## src/design/crcfr_pkg.sv

```systemverilog
`default_nettype none
// ----------------------------------------------------------------------------
// crcfr_pkg
// Types, constants and the CRC-16 byte update shared by the frame receiver.
// ----------------------------------------------------------------------------
package crcfr_pkg;

    // Frame layout
    localparam int          PAYLOAD_BYTES = 7;
    localparam int          PAYLOAD_W     = 8 * PAYLOAD_BYTES;
    localparam logic [2:0]  MAX_PAYLOAD   = 3'd7;

    // CRC-16 generator, MSB first, zero seed, no final xor
    localparam logic [15:0] CRC_POLY      = 16'h1021;

    // Configuration register indexes
    localparam logic [0:0]  CFG_START_MARKER = 1'b0;
    localparam logic [0:0]  CFG_END_MARKER   = 1'b1;

    // Receiver phases
    typedef enum logic [2:0] {
        PH_HUNT  = 3'd0,
        PH_CTRL0 = 3'd1,
        PH_CTRL1 = 3'd2,
        PH_DATA  = 3'd3,
        PH_CRC0  = 3'd4,
        PH_CRC1  = 3'd5,
        PH_END   = 3'd6
    } phase_t;

    // One received word held in the input register
    typedef struct packed {
        logic       valid;
        logic [7:0] data;
    } byte_word_t;

    // One decoded frame
    typedef struct packed {
        logic [1:0]           frame_kind;
        logic [10:0]          seq_or_count;
        logic [2:0]           data_len;
        logic [PAYLOAD_W-1:0] payload;
        logic                 crc_ok;
        logic                 end_ok;
    } frame_t;

    // Shift one byte through the CRC register, one bit per step
    function automatic logic [15:0] crc_byte(input logic [15:0] acc, input logic [7:0] b);
        logic [15:0] r;
        r = acc ^ {b, 8'h00};
        for (int k = 0; k < 8; k++) begin
            if (r[15])
                r = {r[14:0], 1'b0} ^ CRC_POLY;
            else
                r = {r[14:0], 1'b0};
        end
        return r;
    endfunction

endpackage
`default_nettype wire

```

## src/design/crcfr_byte_if.sv

```systemverilog
`default_nettype none
// ----------------------------------------------------------------------------
// crcfr_byte_if
// Valid/ready channel carrying one received serial byte per word.
// ----------------------------------------------------------------------------
interface crcfr_byte_if;
    logic       valid;
    logic       ready;
    logic [7:0] rx_byte;

    modport source (output valid, output rx_byte, input ready);
    modport sink   (input valid, input rx_byte, output ready);
endinterface
`default_nettype wire

```

## src/design/crcfr_frame_if.sv

```systemverilog
`default_nettype none
// ----------------------------------------------------------------------------
// crcfr_frame_if
// Valid/ready channel carrying one decoded frame per word.
// ----------------------------------------------------------------------------
interface crcfr_frame_if;
    logic        valid;
    logic        ready;
    logic [1:0]  frame_kind;
    logic [10:0] seq_or_count;
    logic [2:0]  data_len;
    logic [55:0] payload;
    logic        crc_ok;
    logic        end_ok;

    modport source (output valid, output frame_kind, output seq_or_count, output data_len,
                    output payload, output crc_ok, output end_ok, input ready);
    modport sink   (input valid, input frame_kind, input seq_or_count, input data_len,
                    input payload, input crc_ok, input end_ok, output ready);
endinterface
`default_nettype wire

```

## src/design/crc_checked_frame_receiver.sv

```systemverilog
`default_nettype none
// ----------------------------------------------------------------------------
// crc_checked_frame_receiver
// Serial frame receiver: start marker, two control bytes, up to seven
// payload bytes, CRC-16 (0x1021, zero seed) and an end byte per frame.
// ----------------------------------------------------------------------------
//  channel  dir  handshake      word
//  rx       in   valid/ready    rx_byte, one received byte
//  frame    out  valid/ready    header fields, payload, crc_ok, end_ok
//  cfg      in   cfg_we         cfg_index selects start/end marker
//
//  A byte is taken every cycle unless the end byte is waiting for room in the
//  result register; each byte is registered, then parsed, and a frame result
//  lands in the result register on the cycle after the parser takes its end byte.
//  Reset clears both markers to zero and returns the parser to hunting.
//  A stalled frame word holds the end byte in the input register, and the
//  bytes behind it wait until the result register has room.
// ----------------------------------------------------------------------------
module crc_checked_frame_receiver (
    input  wire logic        clk,
    input  wire logic        rst_n,
    crcfr_byte_if.sink       rx,
    crcfr_frame_if.source    frame,
    input  wire logic        cfg_we,
    input  wire logic [0:0]  cfg_index,
    input  wire logic [7:0]  cfg_data
);

    logic [7:0]             start_marker_reg;
    logic [7:0]             end_marker_reg;
    crcfr_pkg::byte_word_t  word;
    crcfr_pkg::frame_t      result;
    logic                   take;
    logic                   load;
    logic                   out_free;

    // Configuration registers
    always_ff @(posedge clk or negedge rst_n)
    begin
        if (!rst_n)
        begin
            start_marker_reg <= '0;
            end_marker_reg   <= '0;
        end
        else if (cfg_we)
        begin
            unique case (cfg_index)
                crcfr_pkg::CFG_START_MARKER: start_marker_reg <= cfg_data;
                crcfr_pkg::CFG_END_MARKER:   end_marker_reg   <= cfg_data;
                default:                     ;
            endcase
        end
    end

    crcfr_in_stage u_in_stage (
        .clk   (clk),
        .rst_n (rst_n),
        .rx    (rx),
        .take  (take),
        .word  (word)
    );

    crcfr_deframer u_deframer (
        .clk          (clk),
        .rst_n        (rst_n),
        .word         (word),
        .out_free     (out_free),
        .start_marker (start_marker_reg),
        .end_marker   (end_marker_reg),
        .take         (take),
        .load         (load),
        .result       (result)
    );

    crcfr_out_stage u_out_stage (
        .clk    (clk),
        .rst_n  (rst_n),
        .load   (load),
        .result (result),
        .free   (out_free),
        .frame  (frame)
    );

endmodule
`default_nettype wire

```

## src/design/crcfr_in_stage.sv

```systemverilog
`default_nettype none
// ----------------------------------------------------------------------------
// crcfr_in_stage
// Input register: captures one received byte and holds it until the
// deframer consumes it; refills in the same cycle it is consumed.
// ----------------------------------------------------------------------------
module crcfr_in_stage (
    input  wire logic              clk,
    input  wire logic              rst_n,
    crcfr_byte_if.sink             rx,
    input  wire logic              take,
    output crcfr_pkg::byte_word_t  word
);

    logic       valid_reg;
    logic       valid_next;
    logic [7:0] data_reg;
    logic       load;

    // Accept when empty or when the held word leaves this cycle
    assign rx.ready = !valid_reg || take;
    assign load     = rx.valid && rx.ready;

    always_comb
    begin
        valid_next = valid_reg;
        if (load)
            valid_next = 1'b1;
        else if (take)
            valid_next = 1'b0;
    end

    // Hold control state
    always_ff @(posedge clk or negedge rst_n)
    begin
        if (!rst_n)
            valid_reg <= 1'b0;
        else
            valid_reg <= valid_next;
    end

    // Capture payload
    always_ff @(posedge clk)
    begin
        if (load)
            data_reg <= rx.rx_byte;
    end

    assign word.valid = valid_reg;
    assign word.data  = data_reg;

endmodule
`default_nettype wire

```

## src/design/crcfr_deframer.sv

```systemverilog
`default_nettype none
// ----------------------------------------------------------------------------
// crcfr_deframer
// Frame parser: walks the frame phases one byte at a time, collects the
// header and payload, runs the CRC and builds the result on the end byte.
// ----------------------------------------------------------------------------
module crcfr_deframer (
    input  wire logic              clk,
    input  wire logic              rst_n,
    input  wire crcfr_pkg::byte_word_t word,
    input  wire logic              out_free,
    input  wire logic [7:0]        start_marker,
    input  wire logic [7:0]        end_marker,
    output logic                   take,
    output logic                   load,
    output crcfr_pkg::frame_t      result
);

    crcfr_pkg::phase_t                phase_reg;
    crcfr_pkg::phase_t                phase_next;
    logic [1:0]                       kind_reg;
    logic [1:0]                       kind_next;
    logic [10:0]                      seq_reg;
    logic [10:0]                      seq_next;
    logic [2:0]                       len_reg;
    logic [2:0]                       len_next;
    logic [2:0]                       byte_index_reg;
    logic [2:0]                       byte_index_next;
    logic [crcfr_pkg::PAYLOAD_W-1:0]  payload_reg;
    logic [crcfr_pkg::PAYLOAD_W-1:0]  payload_next;
    logic [15:0]                      crc_reg;
    logic [15:0]                      crc_next;
    logic [2:0]                       len_sat;
    logic [2:0]                       index_inc;
    logic [15:0]                      crc_upd;
    logic [7:0]                       b;

    assign b = word.data;

    // Consume the held byte; the end byte waits for room in the result register
    assign take = word.valid && ((phase_reg != crcfr_pkg::PH_END) || out_free);
    assign load = word.valid && (phase_reg == crcfr_pkg::PH_END) && out_free;

    // Saturate the length field
    always_comb
    begin
        len_sat = b[2:0];
        if (len_sat > crcfr_pkg::MAX_PAYLOAD)
            len_sat = crcfr_pkg::MAX_PAYLOAD;
    end

    assign index_inc = byte_index_reg + 3'd1;
    assign crc_upd   = crcfr_pkg::crc_byte(crc_reg, b);

    // Next phase
    always_comb
    begin
        phase_next = phase_reg;
        if (take)
        begin
            unique case (phase_reg)
                crcfr_pkg::PH_HUNT:
                    if (b == start_marker)
                        phase_next = crcfr_pkg::PH_CTRL0;
                crcfr_pkg::PH_CTRL0:
                    phase_next = crcfr_pkg::PH_CTRL1;
                crcfr_pkg::PH_CTRL1:
                    phase_next = (len_sat == 3'd0) ? crcfr_pkg::PH_CRC0 : crcfr_pkg::PH_DATA;
                crcfr_pkg::PH_DATA:
                    if (index_inc >= len_reg)
                        phase_next = crcfr_pkg::PH_CRC0;
                crcfr_pkg::PH_CRC0:
                    phase_next = crcfr_pkg::PH_CRC1;
                crcfr_pkg::PH_CRC1:
                    phase_next = crcfr_pkg::PH_END;
                default:
                    phase_next = crcfr_pkg::PH_HUNT;
            endcase
        end
    end

    // Datapath updates per phase
    always_comb
    begin
        kind_next       = kind_reg;
        seq_next        = seq_reg;
        len_next        = len_reg;
        byte_index_next = byte_index_reg;
        payload_next    = payload_reg;
        crc_next        = crc_reg;
        if (take)
        begin
            unique case (phase_reg)
                crcfr_pkg::PH_CTRL0:
                begin
                    kind_next       = b[7:6];
                    seq_next        = {b[5:0], 5'd0};
                    payload_next    = '0;
                    crc_next        = '0;
                    byte_index_next = 3'd0;
                end
                crcfr_pkg::PH_CTRL1:
                begin
                    seq_next        = {seq_reg[10:5], b[7:3]};
                    len_next        = len_sat;
                    byte_index_next = 3'd0;
                end
                crcfr_pkg::PH_DATA:
                begin
                    for (int i = 0; i < crcfr_pkg::PAYLOAD_BYTES; i++) begin
                        if (byte_index_reg == 3'(i))
                            payload_next[8*i +: 8] = payload_reg[8*i +: 8] | b;
                    end
                    crc_next        = crc_upd;
                    byte_index_next = index_inc;
                end
                crcfr_pkg::PH_CRC0, crcfr_pkg::PH_CRC1:
                    crc_next = crc_upd;
                default:
                    ;
            endcase
        end
    end

    // Build the result on the end byte
    always_comb
    begin
        result.frame_kind   = kind_reg;
        result.seq_or_count = seq_reg;
        result.data_len     = len_reg;
        result.payload      = payload_reg;
        result.crc_ok       = (crc_reg == 16'd0);
        result.end_ok       = (b == end_marker);
    end

    // Advance state
    always_ff @(posedge clk or negedge rst_n)
    begin
        if (!rst_n)
        begin
            phase_reg      <= crcfr_pkg::PH_HUNT;
            kind_reg       <= '0;
            seq_reg        <= '0;
            len_reg        <= '0;
            byte_index_reg <= '0;
            payload_reg    <= '0;
            crc_reg        <= '0;
        end
        else
        begin
            phase_reg      <= phase_next;
            kind_reg       <= kind_next;
            seq_reg        <= seq_next;
            len_reg        <= len_next;
            byte_index_reg <= byte_index_next;
            payload_reg    <= payload_next;
            crc_reg        <= crc_next;
        end
    end

endmodule
`default_nettype wire

```

## src/design/crcfr_out_stage.sv

```systemverilog
`default_nettype none
// ----------------------------------------------------------------------------
// crcfr_out_stage
// Result register: holds one decoded frame until the sink takes it.
// ----------------------------------------------------------------------------
module crcfr_out_stage (
    input  wire logic          clk,
    input  wire logic          rst_n,
    input  wire logic          load,
    input  wire crcfr_pkg::frame_t result,
    output logic               free,
    crcfr_frame_if.source      frame
);

    logic               valid_reg;
    logic               valid_next;
    crcfr_pkg::frame_t  data_reg;

    // Room when empty or when the held word leaves this cycle
    assign free = !valid_reg || frame.ready;

    always_comb
    begin
        valid_next = valid_reg;
        if (load)
            valid_next = 1'b1;
        else if (frame.ready)
            valid_next = 1'b0;
    end

    always_ff @(posedge clk or negedge rst_n)
    begin
        if (!rst_n)
            valid_reg <= 1'b0;
        else
            valid_reg <= valid_next;
    end

    // Capture payload
    always_ff @(posedge clk)
    begin
        if (load)
            data_reg <= result;
    end

    assign frame.valid        = valid_reg;
    assign frame.frame_kind   = data_reg.frame_kind;
    assign frame.seq_or_count = data_reg.seq_or_count;
    assign frame.data_len     = data_reg.data_len;
    assign frame.payload      = data_reg.payload;
    assign frame.crc_ok       = data_reg.crc_ok;
    assign frame.end_ok       = data_reg.end_ok;

endmodule
`default_nettype wire

```

## src/flat_wrapper.sv

```systemverilog
// flat-port wrapper written by rule: the top's interface ports become plain ports
module crc_checked_frame_receiver_flat 
  (clk, rst_n, cfg_we, cfg_index, cfg_data, rx_valid, rx_rx_byte, rx_ready, frame_valid, frame_frame_kind, frame_seq_or_count, frame_data_len, frame_payload, frame_crc_ok, frame_end_ok, frame_ready);
  crcfr_byte_if rx_i ();
  crcfr_frame_if frame_i ();
  input  wire logic clk;
  input  wire logic rst_n;
  input  wire logic cfg_we;
  input  wire logic [0:0] cfg_index;
  input  wire logic [7:0] cfg_data;
  input wire logic [$bits(rx_i.valid)-1:0] rx_valid;
  input wire logic [$bits(rx_i.rx_byte)-1:0] rx_rx_byte;
  output wire logic [$bits(rx_i.ready)-1:0] rx_ready;
  output wire logic [$bits(frame_i.valid)-1:0] frame_valid;
  output wire logic [$bits(frame_i.frame_kind)-1:0] frame_frame_kind;
  output wire logic [$bits(frame_i.seq_or_count)-1:0] frame_seq_or_count;
  output wire logic [$bits(frame_i.data_len)-1:0] frame_data_len;
  output wire logic [$bits(frame_i.payload)-1:0] frame_payload;
  output wire logic [$bits(frame_i.crc_ok)-1:0] frame_crc_ok;
  output wire logic [$bits(frame_i.end_ok)-1:0] frame_end_ok;
  input wire logic [$bits(frame_i.ready)-1:0] frame_ready;
  assign rx_i.valid = rx_valid;
  assign rx_i.rx_byte = rx_rx_byte;
  assign rx_ready = rx_i.ready;
  assign frame_valid = frame_i.valid;
  assign frame_frame_kind = frame_i.frame_kind;
  assign frame_seq_or_count = frame_i.seq_or_count;
  assign frame_data_len = frame_i.data_len;
  assign frame_payload = frame_i.payload;
  assign frame_crc_ok = frame_i.crc_ok;
  assign frame_end_ok = frame_i.end_ok;
  assign frame_i.ready = frame_ready;
  crc_checked_frame_receiver u_core (.clk(clk), .rst_n(rst_n), .rx(rx_i), .frame(frame_i), .cfg_we(cfg_we), .cfg_index(cfg_index), .cfg_data(cfg_data));
endmodule
```

## config.mk

```make
export PLATFORM = sky130hd
export DESIGN_NAME = crc_checked_frame_receiver_flat
export DESIGN_NICKNAME = d
export VERILOG_FILES = /design/src/design/crcfr_pkg.sv /design/src/design/crcfr_byte_if.sv /design/src/design/crcfr_frame_if.sv /design/src/design/crc_checked_frame_receiver.sv /design/src/design/crcfr_in_stage.sv /design/src/design/crcfr_deframer.sv /design/src/design/crcfr_out_stage.sv /design/src/flat_wrapper.sv
export SDC_FILE = /design/constraint.sdc
export NUM_CORES = 1
export LEC_CHECK = 0
export BUFFER_PORTS_ARGS = -buffer_cell sky130_fd_sc_hd__buf_4
export CORE_ASPECT_RATIO = 1.4
export CORE_MARGIN = 10
export CORE_UTILIZATION = 40
export CTS_BUF_LIST = sky130_fd_sc_hd__clkbuf_8
export CTS_CLUSTER_DIAMETER = 30
export DETAILED_ROUTE_END_ITERATION = 12
export PLACE_DENSITY = 0.65
export SYNTH_ARGS = -nofsm -noshare
export SYNTH_HDL_FRONTEND = slang
export SYNTH_HIERARCHICAL = 1
export SYNTH_SLANG_ARGS = --single-unit
```

## constraint.sdc

```tcl
create_clock -name clk -period 5.9 [get_ports clk]
set_input_delay 0.885 -clock clk [delete_from_list [all_inputs] [get_ports clk]]
set_output_delay 0.885 -clock clk [all_outputs]
set_load 0.01 [all_outputs]
```

==> summary.md <==
| Metric | Value |
|---|---|
| Input/output buffers | `97` |
| Final setup TNS | `0 ps` |
| Syn avg cell area | `13.29 µm²` |
| R2R Path End | `u_core/u_out_stage/frame.payload[12]$_DFFE_PP_` |
| Vias per cell | `4.910` |
| Final min period | `3175 ps` |
| GRT Total Usage | `13.04%` |
| Post-DRT Antenna Nets | `0` |
| # setup viols final | `0` |
| Largest net degree at the start of global routing | `65` |
| First-pass GRT wire length | `25,160 µm` |
| Worst VDD drop | `178.8 µV` |
| Cells after Synth | `554` |
| Height of the die | `180.6 µm` |
| Layout area overhead | `18.60%` |
| Fillers | `1,566` |
| Clk pin slew, worst setup/hold paths | `100 ps` |
| Highest-count cells in the layout ignoring fill and taps | `112 x dfrtp_1, 101 x buf_4, 82 x edfxtp_1` |
| Area of the multi-input gates | `0.001938 mm²` |
| Final cell count without fillers | `902` |
| Register area | `0.005265 mm²` |
| CP endpoint kind | `output port` |
| Post-CTS resize count | `0` |
| Total CTS buffers | `17` |
| Register-to-Register Path Depth | `3` |
| Max Freq | `315.0 MHz` |
| Post-synthesis register bit count | `194` |
| Drt first pass iters | `5` |
| Final Hold Violating Endpoints | `0` |
| Setup crit start | `u_core/u_deframer/phase_reg[1]$_DFFE_PN0P_` |
| H-tree Lvls | `4` |
| Max incr delay on CP | `740 ps` |
| Worst setup path endpoint | `rx_ready` |
| Synth cell types | `41` |
| Worst-path fanout max | `20` |
| Static leakage | `3.715 nW` |
| Ant diodes | `0` |
| Hold-fix buffers, CTS | `0` |
| Setup Buffers After CTS | `0` |
| Most common cell after layout, fill and taps aside | `dfrtp_1` |
| Synthesis Warnings | `6` |
| Skew-Pair Late Insertion Delay | `450 ps` |
| Power per cell area | `448.6 mW/mm²` |
| Vias in the first global route | `4,722` |
| Clock sink count | `194` |
| Final period util | `53.81%` |
| Max-Cap Viols | `0` |
| Initial antenna violation count | `0` |
| Data required, critical path | `5020 ps` |
| Crit Path Class | `flip-flop to output port` |
| Final Max Tran Viols | `0` |
| CP delay by family, top | `flip-flops` |
| RSZ-0062 raised after global routing | `false` |
| Die Area | `0.02432 mm²` |
| Buffers & Inverters on Critical Path | `2` |
| Critical path depth in cells | `5` |
| R2R Setup Slk | `3370 ps` |
| CTS tree | `done` |
| DRT Wirelength | `15,470 µm` |
| Rel. slew slack | `24.54%` |
| Mapped Area | `0.007365 mm²` |
| Num rows | `58` |
| Final Net Count | `679` |
| Clock skew | `12.18 ps` |
| DIE WIDTH | `134.7 µm` |
| Via count | `4,429` |
| Arr. time, crit path | `2290 ps` |
| Cell with the largest stage delay on the worst path | `dfrtp_1` |
| Dpl cells | `870` |
| Routability cong. | `0.8110` |
| Remaining global-route overflow | `0` |
| Cells along the critical path | `nand3b_1, o21ai_0, inv_1, nand2b_4, buf_4` |
| Synthesized net count | `584` |
| Status | `completed` |
| Core ar. | `0.01807 mm²` |
| CP startpoint kind | `flip-flop` |
| Hold WC Path Type | `input port to asynchronous set/reset pin` |
| Root Buffer | `clkbuf_8` |
| Io pins | `98` |
| Sequential share of the synthesized area | `71.49%` |
| R2R Path Start | `u_core/u_deframer/phase_reg[1]$_DFFE_PN0P_` |
| Post-route DRC violation count | `0` |
| Initial core utilization | `40.76%` |
| Worst-Margin Slew | `1124 ps` |
| DR iter-0 viols | `397` |
| Layout cells sized above 1 | `24.17%` |
| Avg WL per Cell | `17.15 µm` |
| Largest buffer count on any clock path | `2` |
| Post-DP HPWL | `10,640 µm` |
-- worst min-delay path by stage --
stage	to	cells past startpoint	slack [ps]	start
after floorplan	u_core/u_out_stage/frame.frame_kind[0]$_DFFE_PP_	0	420	u_core/u_deframer/kind_reg[0]$_DFFE_PN0P_
after global placement	u_core/u_out_stage/frame.payload[24]$_DFFE_PP_	0	430	u_core/u_deframer/payload_reg[24]$_DFFE_PN0P_
after detailed placement	u_core/u_out_stage/frame.payload[45]$_DFFE_PP_	0	430	u_core/u_deframer/payload_reg[45]$_DFFE_PN0P_
after CTS	u_core/end_marker_reg[7]$_DFFE_PN0P_	1	430	rst_n
after global routing	u_core/start_marker_reg[5]$_DFFE_PN0P_	1	450	rst_n
final	u_core/end_marker_reg[7]$_DFFE_PN0P_	1	420	rst_n
-- worst reg2reg max path, stage by stage (launching register included) --
cell      delay (ps)
dfrtp_1          740
nand3b_1         250
nor2_4           460
buf_4            670
-- metrics by stage --
stage / worst slack [ps] / util (%) / total power [W] / instance area [µm²] / hold slack (ps)
after floorplan: 1137 / - / 0.002736 / 7365 / 424.8
after global placement: 3152 / 45.97 / 0.002990 / 8307 / 433.0
after detailed placement: 3128 / 45.97 / 0.003061 / 8307 / 431.7
after CTS: 2732 / 48.34 / 0.003959 / 8735 / 426.1
after global routing: 2489 / 48.34 / 0.004178 / 8735 / 446.1
final: 2725 / 48.34 / 0.003918 / 8735 / 422.1
-- power breakdown --
group | leakage (nW) | switching, W | internal, W
Sequential | 2.17 | 0.000265 | 0.00182
Combinational | 1.33 | 0.000539 | 0.000395
Clock | 0.214 | 0.000494 | 0.000401
-- cell families (layout without fill, tap and decap cells) --
logic type	count (synthesis)	in the layout	share of synthesized area, %
AOI/OAI and AO/OA	101	101	7.204
muxes	17	17	3.007
buffers and inverters	37	145	2.361
xor gates and xnor gates	40	40	4.757
DFF	194	194	71.49
and+or+nand+nor	157	157	9.820
adders and majority gates	8	8	1.359
-- layer usage --
layer,track usage (%),wire [µm],part of all wire (%),up-vias
met5,0,0,0,-
li1,-,-,-,2088
met3,3.404,901,5.8,16
met2,22.06,7980,52,131
met1,15.58,6408,41,2194
met4,4.496,179,1.2,0
-- Yosys cell counts (all sizes together) --
cell type | n | share of area [%]
or2 | 1 | 0.085
mux2 | 17 | 3.0
nand3b | 2 | 0.37
and4 | 1 | 0.12
o21ai | 31 | 2.1
nor3b | 1 | 0.10
and2 | 1 | 0.12
buf | 16 | 1.3
nand2 | 63 | 3.2
nand3 | 2 | 0.14
xnor2 | 30 | 3.6
a21oi | 65 | 4.4
nor2 | 62 | 3.2
o32a | 1 | 0.14
nor4 | 4 | 0.34
nand4 | 3 | 0.25
nor2b | 5 | 0.53
and3b | 1 | 0.12
dfrtp | 112 | 38
or3 | 2 | 0.17
inv | 12 | 0.61
ha | 8 | 1.4
edfxtp | 82 | 33
o31ai | 1 | 0.10
o21a | 1 | 0.10
xor2 | 10 | 1.2
clkbuf | 9 | 0.46
a32o | 1 | 0.14
a2111oi | 1 | 0.20
nand2b | 8 | 0.92
or3b | 1 | 0.12
-- layout make-up --
| class | instances | area share [%] |
|---|---|---|
| timing repair buffer | 101 | 8.681 |
| clock inverter | 15 | 2.220 |
| tap | 240 | 3.438 |
| inverter | 12 | 0.5157 |
| sequential | 194 | 60.28 |
| clock buffer | 17 | 2.679 |
| multi-input combinational | 323 | 22.19 |
No activity file was read; power rests on OpenSTA's default activity.
